File: src/rtl/u8d_pkg.sv
// ----------------------------------------------------------------------------
// u8d_pkg
// Shared types, constants and functions of the UTF-8 to UTF-32 decoder.
// ----------------------------------------------------------------------------
package u8d_pkg;

    localparam int unsigned ByteW  = 8;
    localparam int unsigned WordW  = 32;
    localparam int unsigned CountW = 3;
    localparam int unsigned ShiftW = 6;

    // Configuration register indexes.
    localparam logic CFG_MAX_CODE_POINT   = 1'b0;
    localparam logic CFG_REPLACEMENT_CHAR = 1'b1;

    localparam logic [WordW-1:0] MAX_CODE_POINT_RST   = 32'h7FFF_FFFF;
    localparam logic [WordW-1:0] REPLACEMENT_CHAR_RST = 32'h0000_FFFD;

    typedef logic [ByteW-1:0]  t_byte;
    typedef logic [WordW-1:0]  t_word;
    typedef logic [CountW-1:0] t_count;

    // One accepted input byte as held in the input register.
    typedef struct packed {
        t_byte data_byte;
        logic  end_of_stream;
    } t_in_item;

    // Result of one step: a code point and whether the step produced one.
    typedef struct packed {
        logic  valid;
        t_word code_point;
    } t_step_res;

    // Offset removed from the accumulated value, by count of extra bytes.
    function automatic t_word length_offset(input t_count extra);
        t_word off;
        unique case (extra)
            3'd1:    off = 32'h0000_3080;
            3'd2:    off = 32'h000E_2080;
            3'd3:    off = 32'h03C8_2080;
            3'd4:    off = 32'hFA08_2080;
            3'd5:    off = 32'h8208_2080;
            default: off = '0;
        endcase
        return off;
    endfunction

    // Count of extra bytes announced by a lead byte.
    function automatic t_count lead_extra(input t_byte b);
        t_count extra;
        priority if (b < 8'hC0) begin
            extra = 3'd0;
        end else if (b < 8'hE0) begin
            extra = 3'd1;
        end else if (b < 8'hF0) begin
            extra = 3'd2;
        end else if (b < 8'hF8) begin
            extra = 3'd3;
        end else if (b < 8'hFC) begin
            extra = 3'd4;
        end else begin
            extra = 3'd5;
        end
        return extra;
    endfunction

endpackage

File: src/rtl/u8d_in_reg.sv
// ----------------------------------------------------------------------------
// u8d_in_reg
// Input register stage: holds one accepted byte until the decode step
// consumes it.
// ----------------------------------------------------------------------------
module u8d_in_reg (
    input  logic              i_clk,
    input  logic              i_rst_n,
    input  logic              i_valid,
    output logic              o_ready,
    input  u8d_pkg::t_in_item i_item,
    output logic              o_valid,
    input  logic              i_take,
    output u8d_pkg::t_in_item o_item
);

    logic              r_valid;
    u8d_pkg::t_in_item r_item;
    logic              n_valid;

    // A new byte may enter when the register is empty or drains this cycle.
    assign o_ready = !r_valid || i_take;

    always_comb begin
        n_valid = r_valid;
        if (o_ready) begin
            n_valid = i_valid;
        end
    end

    always_ff @(posedge i_clk) begin
        if (!i_rst_n) begin
            r_valid <= 1'b0;
        end else begin
            r_valid <= n_valid;
        end
    end

    always_ff @(posedge i_clk) begin
        if (o_ready && i_valid) begin
            r_item <= i_item;
        end
    end

    assign o_valid = r_valid;
    assign o_item  = r_item;

endmodule

File: src/rtl/u8d_step.sv
// ----------------------------------------------------------------------------
// u8d_step
// Sequence state and the combinational decode step for one byte.
// ----------------------------------------------------------------------------
module u8d_step (
    input  logic               i_clk,
    input  logic               i_rst_n,
    input  logic               i_fire,
    input  u8d_pkg::t_in_item  i_item,
    input  u8d_pkg::t_word     i_max_code_point,
    input  u8d_pkg::t_word     i_replacement_char,
    output u8d_pkg::t_step_res o_res
);

    u8d_pkg::t_word  r_acc;
    u8d_pkg::t_count r_remaining;
    u8d_pkg::t_count r_seq_extra;
    u8d_pkg::t_word  n_acc;
    u8d_pkg::t_count n_remaining;
    u8d_pkg::t_count n_seq_extra;

    u8d_pkg::t_count lead_cnt;
    u8d_pkg::t_word  byte_word;
    u8d_pkg::t_word  acc_sum;
    u8d_pkg::t_word  fin_value;
    u8d_pkg::t_count fin_extra;
    u8d_pkg::t_word  fin_sub;
    logic            idle;

    assign idle      = (r_remaining == '0);
    assign lead_cnt  = u8d_pkg::lead_extra(i_item.data_byte);
    assign byte_word = {{(u8d_pkg::WordW - u8d_pkg::ByteW){1'b0}}, i_item.data_byte};
    assign acc_sum   = r_acc + byte_word;

    // A lone byte finishes from its own value, the last continuation byte
    // from the running sum.
    assign fin_value = idle ? byte_word : acc_sum;
    assign fin_extra = idle ? '0 : r_seq_extra;
    assign fin_sub   = fin_value - u8d_pkg::length_offset(fin_extra);

    always_comb begin
        o_res.valid      = idle ? (lead_cnt == '0) : (r_remaining == 3'd1);
        o_res.code_point = (fin_sub > i_max_code_point) ? i_replacement_char : fin_sub;
    end

    always_comb begin
        n_acc       = '0;
        n_remaining = '0;
        n_seq_extra = '0;
        if (idle) begin
            if (lead_cnt != '0 && !i_item.end_of_stream) begin
                n_acc       = byte_word << u8d_pkg::ShiftW;
                n_remaining = lead_cnt;
                n_seq_extra = lead_cnt;
            end
        end else if (r_remaining != 3'd1 && !i_item.end_of_stream) begin
            n_acc       = acc_sum << u8d_pkg::ShiftW;
            n_remaining = r_remaining - 3'd1;
            n_seq_extra = r_seq_extra;
        end
    end

    always_ff @(posedge i_clk) begin
        if (!i_rst_n) begin
            r_acc       <= '0;
            r_remaining <= '0;
            r_seq_extra <= '0;
        end else if (i_fire) begin
            r_acc       <= n_acc;
            r_remaining <= n_remaining;
            r_seq_extra <= n_seq_extra;
        end
    end

endmodule

File: src/rtl/u8d_out_reg.sv
// ----------------------------------------------------------------------------
// u8d_out_reg
// Result register: holds one code point until the downstream side takes it.
// ----------------------------------------------------------------------------
module u8d_out_reg (
    input  logic               i_clk,
    input  logic               i_rst_n,
    input  logic               i_load,
    input  u8d_pkg::t_step_res i_res,
    output logic               o_free,
    output logic               o_valid,
    input  logic               i_ready,
    output u8d_pkg::t_word     o_data
);

    logic           r_valid;
    u8d_pkg::t_word r_data;
    logic           n_valid;

    // Room for a new result when empty or when the held one leaves now.
    assign o_free = !r_valid || i_ready;

    always_comb begin
        n_valid = r_valid;
        if (o_free) begin
            n_valid = i_load && i_res.valid;
        end
    end

    always_ff @(posedge i_clk) begin
        if (!i_rst_n) begin
            r_valid <= 1'b0;
        end else begin
            r_valid <= n_valid;
        end
    end

    always_ff @(posedge i_clk) begin
        if (i_load && i_res.valid) begin
            r_data <= i_res.code_point;
        end
    end

    assign o_valid = r_valid;
    assign o_data  = r_data;

endmodule

File: src/rtl/utf8_to_utf32_decoder_unit.sv
// ----------------------------------------------------------------------------
// utf8_to_utf32_decoder_unit
// Byte-stream UTF-8 style decoder producing one 32-bit code point for each
// complete sequence, with a programmable limit and replacement value.
// ----------------------------------------------------------------------------
//
//  Channel   Direction  Handshake                 Contents
//  -------   ---------  ------------------------  ---------------------------
//  s_axis    in         i_s_axis_tvalid/o_..ready  tdata: data_byte[7:0]
//                                                  tlast: end_of_stream
//  m_axis    out        o_m_axis_tvalid/i_..ready  tdata: code_point[31:0]
//  cfg       in         i_cfg_valid/o_cfg_ready    index 0 max_code_point,
//                                                  index 1 replacement_char
//
//  Each byte is held in the input register and is decoded on the way into
//  the result register, which presents the code point once the final byte
//  of its sequence has been decoded.
//  One byte is taken every cycle while the result register is free; the
//  sequence state updates in a single pass per byte, which sets that rate.
//  Reset clears the sequence state, both stage valid flags and restores the
//  two configuration registers. A stalled result register holds the decode
//  stage, and the input register keeps one byte while that lasts.
//
module utf8_to_utf32_decoder_unit (
    input  logic        i_clk,
    input  logic        i_rst_n,
    // Input stream. tdata: data_byte[7:0]
    input  logic        i_s_axis_tvalid,
    output logic        o_s_axis_tready,
    input  logic [7:0]  i_s_axis_tdata,
    input  logic        i_s_axis_tlast,
    // Output stream. tdata: code_point[31:0]
    output logic        o_m_axis_tvalid,
    input  logic        i_m_axis_tready,
    output logic [31:0] o_m_axis_tdata,
    // Configuration write channel.
    input  logic        i_cfg_valid,
    output logic        o_cfg_ready,
    input  logic        i_cfg_index,
    input  logic [31:0] i_cfg_data
);

    u8d_pkg::t_in_item  in_item;
    u8d_pkg::t_in_item  held_item;
    u8d_pkg::t_step_res step_res;
    logic               held_valid;
    logic               out_free;
    logic               fire;

    u8d_pkg::t_word r_max_code_point;
    u8d_pkg::t_word r_replacement_char;

    // Configuration writes are always taken; the index selects the register.
    assign o_cfg_ready = 1'b1;

    always_ff @(posedge i_clk) begin
        if (!i_rst_n) begin
            r_max_code_point   <= u8d_pkg::MAX_CODE_POINT_RST;
            r_replacement_char <= u8d_pkg::REPLACEMENT_CHAR_RST;
        end else if (i_cfg_valid) begin
            unique case (i_cfg_index)
                u8d_pkg::CFG_MAX_CODE_POINT:   r_max_code_point   <= i_cfg_data;
                u8d_pkg::CFG_REPLACEMENT_CHAR: r_replacement_char <= i_cfg_data;
                default: ;
            endcase
        end
    end

    assign in_item.data_byte     = i_s_axis_tdata;
    assign in_item.end_of_stream = i_s_axis_tlast;

    // The held byte is decoded whenever the result register can take the
    // outcome, even if that byte produces no code point.
    assign fire = held_valid && out_free;

    u8d_in_reg u_in_reg (
        .i_clk   (i_clk),
        .i_rst_n (i_rst_n),
        .i_valid (i_s_axis_tvalid),
        .o_ready (o_s_axis_tready),
        .i_item  (in_item),
        .o_valid (held_valid),
        .i_take  (fire),
        .o_item  (held_item)
    );

    u8d_step u_step (
        .i_clk              (i_clk),
        .i_rst_n            (i_rst_n),
        .i_fire             (fire),
        .i_item             (held_item),
        .i_max_code_point   (r_max_code_point),
        .i_replacement_char (r_replacement_char),
        .o_res              (step_res)
    );

    u8d_out_reg u_out_reg (
        .i_clk   (i_clk),
        .i_rst_n (i_rst_n),
        .i_load  (fire),
        .i_res   (step_res),
        .o_free  (out_free),
        .o_valid (o_m_axis_tvalid),
        .i_ready (i_m_axis_tready),
        .o_data  (o_m_axis_tdata)
    );

endmodule
File: config.mk
export PLATFORM = sky130hd
export DESIGN_NAME = utf8_to_utf32_decoder_unit
export DESIGN_NICKNAME = d
export VERILOG_FILES = /design/src/rtl/u8d_pkg.sv /design/src/rtl/u8d_in_reg.sv /design/src/rtl/u8d_step.sv /design/src/rtl/u8d_out_reg.sv /design/src/rtl/utf8_to_utf32_decoder_unit.sv
export SDC_FILE = /design/constraint.sdc
export NUM_CORES = 1
export LEC_CHECK = 0
export ABC_AREA = 1
export BUFFER_PORTS_ARGS = -buffer_cell sky130_fd_sc_hd__buf_2
export CAP_MARGIN = 20
export CORE_UTILIZATION = 60
export CTS_CLUSTER_SIZE = 14
export DETAILED_ROUTE_END_ITERATION = 12
export GPL_ROUTABILITY_DRIVEN = 0
export GPL_TIMING_DRIVEN = 0
export PLACE_DENSITY = 0.81
export SLEW_MARGIN = 0
export SYNTH_ARGS = -nofsm -noshare
export SYNTH_HDL_FRONTEND = slang
export SYNTH_HIERARCHICAL = 1
export SYNTH_SLANG_ARGS = --single-unit
File: constraint.sdc
create_clock -name i_clk -period 6.2 [get_ports i_clk]
set_clock_uncertainty 0.15 [all_clocks]
set_input_delay 0 -clock i_clk [delete_from_list [all_inputs] [get_ports i_clk]]
set_output_delay 0 -clock i_clk [all_outputs]
set_load 0.05 [all_outputs]
Word-level counts from Yosys, hierarchy flattened. Cells that the tools add are included.

$lt $le $gt $ge: 6. Reductions and logical operators: 16. Mux-type cells: 18. Bitwise operators: 1. $add $sub $neg: 3. Equal/unequal tests: 8.

Operators by type and width (count): $pmux 32 s5 (1); $mux 32 (4); $lt 8x8->1 const B (5); $add 32x8->32 (1); $gt 32x32->1 (1); $sub 32x32->32 (1); $mux 3 (10); $mux 14 (1); $eq 3x1->1 const B (2); $eq 3x2->1 const B (2); $eq 3x3->1 const B (2); $logic_not 3->1 (2); $reduce_and 2->1 (3); $logic_and 1x1->1 (5); $logic_not 1->1 (3); $ne 3x1->1 const B (1); $reduce_bool 3->1 (1); $sub 3x1->3 const B (1); $logic_or 1x1->1 (2); $mux 1 (2); $ne 2x1->1 const B (1); $not 1->1 (1).

Bits of input ports: 47. Logic and storage cells: 62. Output and inout port bits: 35. Flip-flop bits (word level): 145.

Longest topological paths before layout.
Depth in word-level cells: 10. Mapped depth: 32. Gate-level depth less buffers: 29.

Modules after synthesis. Netlist, hierarchy kept.

By module, submodules not included: u8d_step (cells each 826, sequential area each 640.6 um^2, area an instance 4773.3 um^2, instances 1); utf8_to_utf32_decoder_unit (cells each 289, sequential area each 1281.2 um^2, area an instance 2312.2 um^2, instances 1); u8d_out_reg (cells each 39, sequential area each 980.9 um^2, area an instance 1011.0 um^2, instances 1); u8d_in_reg (cells each 16, sequential area each 290.3 um^2, area an instance 321.6 um^2, instances 1).

Worst setup path before layout. Ideal clock, no wire load.

Path kind: reg-to-reg. From: reg u_in_reg.r_item, in the netlist u_in_reg/o_item[7]. To: reg u_out_reg.r_data[24] (netlist: u_out_reg/o_data[24]) (data pin). Buffers on the path: 1. Arrival: 4.371 ns. Slack: 1.426 ns. Period minus slack after synthesis: 4.774 ns. Data required time: 5.797 ns. Cell stages (with the launch flop): 28. Setup time: 0.253 ns. Cell sequence: edfxtp_1 > ha_1 > fa_1 > nand3_2 > nor2_4 > nand3_1 > nor4_1 > a31oi_1 > a211oi_1 > ha_1 > inv_1 > nor3_1 > inv_1 > nor2_1 > nand3_1 > nand3_1 > nand2_1 > and2_1 > ha_1 > nand4_1 > nor3_1 > nor4b_1 > nand3_1 > nand2_2 > inv_2 > buf_2 > nand2_1 > nand2_1.

RTL lines: start: declaration (line u8d_in_reg.sv:18) `u8d_pkg::t_in_item r_item;`; start signal: assignment (line u8d_in_reg.sv:41) `r_item <= i_item;`; end signal: assignment (line u8d_out_reg.sv:40) `r_data <= i_res.code_point;`; end: declaration (line u8d_out_reg.sv:17) `u8d_pkg::t_word r_data;`.

==> results.txt <==
Status -> finished, final reports clean
CTS H-tree depth -> 4
DIE HEIGHT -> 120 um
Syn Nets -> 1270
Top post-synthesis cells by count -> 347 x nand2_1, 131 x nand3_1, 125 x inv_1
P_sw -> 1.14 mW
Fin util -> 0.773
Tmin final -> 5880 ps
Initial Util -> 0.626
Initial antenna violation count -> 0
Internal -> 1.94 mW
Placed cells -> 1426
First-pass GRT wire length -> 42.2 mm
First-pass iteration count of the detailed router -> 6
Max-cap violations -> 0
Num CTS Buffers -> 17
Via count -> 8928
Clock Latency Late Sink -> 440 ps
Final Non-Filler Cells -> 1527
Final setup violation count -> 0
Fillers -> 948
Proportion of synthesized area in mux cells -> 0.00119
Port bufs -> 79
Io pins -> 82
CP Class -> flop to flop
Primary FF master, synth -> dfxtp_1
Post-synthesis sequential area ratio -> 0.379
Seq pwr share -> 0.350
Maximum number of pins on one net before global-route repair -> 25
Vias per cell -> 5.85
Total chip power -> 3.08 mW
Maximum VDD drop -> 0.232 mV
Slew Viols, Final -> 0
Drt total wl -> 26.4 mm
Async SR Flop Fraction -> 0
Syn Inst Count -> 1170
CTS Sinks -> 139
Max Freq -> 0.170 GHz
CTS tree -> built
Slew @ Worst Pin -> 826 ps
Clock Tree Buf Depth -> 2
Syn Std Cell Area -> 0.00842 sq mm
Iteration-0 DRC count of the detailed router -> 1099
Combinational power share -> 0.318
HP Class -> input pin to flop
Xor/xnor share of the synthesized area -> 0.0187
Wire per inst -> 17.3 um
Vias in the first global route -> 8709
Synth Warn # -> 6
Die ar. -> 0.0145 sq mm
Adder-cell share of the synthesized area -> 0.0797
Setup bufs post-CTS -> 0
Hold slack -> 123 ps
FF/Latch Area -> 0.00319 sq mm
Die W -> 120 um
Nets@finish -> 1438
Number of synthesized flops with an enable pin -> 41
Post-route DRC -> 0
Max Fanout on Critical Path -> 10
HPWL Detailed -> 16.5 mm
Slew Limit Headroom -> 0.449
CP endpoint kind -> flop
Worst Setup Start Kind -> flop
Unique cell type count in the Yosys netlist -> 50
Sw Share -> 0.370
Fraction of layout cells with a size suffix above 1 -> 0.146
Syn avg cell area -> 7.19 sq um
Top post-synthesis cells by area -> dfxtp_1 23%, nand2_1 15%, edfxtp_1 15%, nand3_1 7.8%, ha_1 7.7%
Compound-Gate Fraction of Synth Area -> 0.0850
Root buffer cell -> clkbuf_16
Multi-input logic area -> 0.00455 sq mm
Main combinational cell family by area after synthesis -> simple AND/OR/NAND/NOR gates
WP data arrival -> 6010 ps
Pwr dens -> 296 mW/mm^2
Clk pwr share -> 0.332
Synth-to-Final Area Change -> 23.5%
N_diodes -> 0
Simple-Gate Fraction of Synth Area -> 0.350
GR Util All Layers -> 0.376
Core area -> 0.0135 sq mm
Yosys top cell area share -> 0.233
Post-route ant nets -> 0
Pleak -> 5.14 nW
Worst-path clk slew -> 70 ps
Fin crit share -> 0.948
FP Rows -> 42
Total gr overflow -> 0
Most common cell in the netlist -> nand2_1
Endpoints failing hold -> 0
Yosys reg bits -> 139
Data required, critical path -> 6330 ps
Area leader, netlist -> dfxtp_1
layer usage:
layer | vias to the layer above | wire, um | track usage
li1 | 4180 | - | -
met1 | 4054 | 10200 | 0.440
met2 | 567 | 12800 | 0.649
met4 | 0 | 1180 | 0.209
met3 | 127 | 2260 | 0.0689
met5 | - | 0 | 0
metrics by stage:
step	setup slack, ps	TNS (ps)	area (sq um)
2_1_floorplan	1430	0	8420
3_3_place_gp	125	0	9030
3_5_place_dp	44.9	0	9060
4_1_cts	104	0	10300
5_1_grt	-69.0	-334	10400
6_report	325	0	10400
final timing paths:
path	slack, ps	end	cells after the start	from
setup / recovery	320	u_out_reg/o_data[13]	27	u_step/r_remaining[0]
hold / removal	120	u_in_reg/o_item[8]	2	i_s_axis_tdata[7]
setup reg to reg	320	u_out_reg/o_data[13]	27	u_step/r_remaining[0]
hold reg to reg	310	r_max_code_point[14]	2	r_max_code_point[14]
state kept, by name, summed over array words and instances (netlist names):
| signal | cells |
|---|---|
| u_in_reg/o_valid | 1 |
| u_out_reg/o_valid | 1 |
| u_step/r_remaining | 3 |
| u_in_reg/o_item | 9 |
| u_step/r_seq_extra | 3 |
| r_max_code_point | 32 |
| u_out_reg/o_data | 32 |
| u_step/r_acc | 26 |
| r_replacement_char | 32 |
worst max-delay path, cell delays in order (launching register included):
cell,delay (ps)
dfxtp_1,380
inv_1,80
ha_1,220
nand2_2,180
buf_4,250
buf_4,210
buf_2,260
nand4_1,300
ha_2,520
nand2_1,90
nor3_1,280
inv_1,80
nor2_1,160
nand3_1,120
nand3_1,90
nand2_1,60
and2_1,130
ha_1,320
nand4_1,140
nor3_2,210
nor4b_4,330
nand2_1,140
nand2_1,110
nand2_2,170
inv_4,170
clkbuf_4,250
nand2_1,140
nand2_1,170
final cells by class:
| cell class | count | share of cell area |
|---|---|---|
| multi-input combinational | 858 | 0.437 |
| sequential | 139 | 0.307 |
| timing repair buffer | 149 | 0.107 |
| inverter | 133 | 0.0483 |
| clock buffer | 21 | 0.0462 |
| buffer | 40 | 0.0222 |
| tap | 176 | 0.0212 |
| clock inverter | 11 | 0.0104 |
layout by cell type, fill, tap and decap left out, types with 3 or more instances in the layout:
cell           Yosys  routed
a21oi_2            2       4
nand2_2           10      11
a31oi_1            5       5
nor2_2             6       6
o221ai_1           3       3
clkbuf_16          0      17
inv_1            125     125
dfxtp_1           98      98
buf_4             11      11
nand3_1          131     131
edfxtp_1          41      41
inv_2              7       6
o211ai_1           4       4
nor3_1            10       8
ha_1              52      51
nand4_1           21      21
xor2_1            15      15
buf_2             14      91
nand3b_1           5       5
nor2_1            94      94
clkbuf_8           0       4
and2_1            10      10
clkbuf_1          13      12
xnor2_1            3       3
a21oi_1           66      64
dlygate4sd3_1      0      69
o21a_1             3       3
o21ai_0           32      32
inv_6              0       3
nand3_2           11      11
nand2_1          347     346
power groups by stage:
stage / sequential, mW / combinational, mW / clock, mW
after floorplan: 1.19 / 0.519 / 0
after global placement: 1.09 / 0.834 / 0
after detailed placement: 1.09 / 0.852 / 0
after CTS: 1.07 / 0.903 / 1.02
after global routing: 1.08 / 1.06 / 1.06
final: 1.08 / 0.980 / 1.02
what timing repair did:
| action | in CTS | in global routing |
|---|---|---|
| hold buffers | 69 | 0 |
| hold endpoints to repair | 96 | 0 |
| cloned | 0 | 0 |
| gates resized for setup | 1 | 13 |
| endpoints found under the setup margin | 11 | 32 |
kinds of logic (layout without fill, tap and decap cells):
group,count (synthesis),in the layout
simple gates,659,659
buf+inv,173,354
flops,139,139
compound gates,126,126
fa+ha+maj,53,53
xor+xnor,18,18
other cells,1,1
mux,1,1
Note: power is estimated with default switching activity, not from simulation.
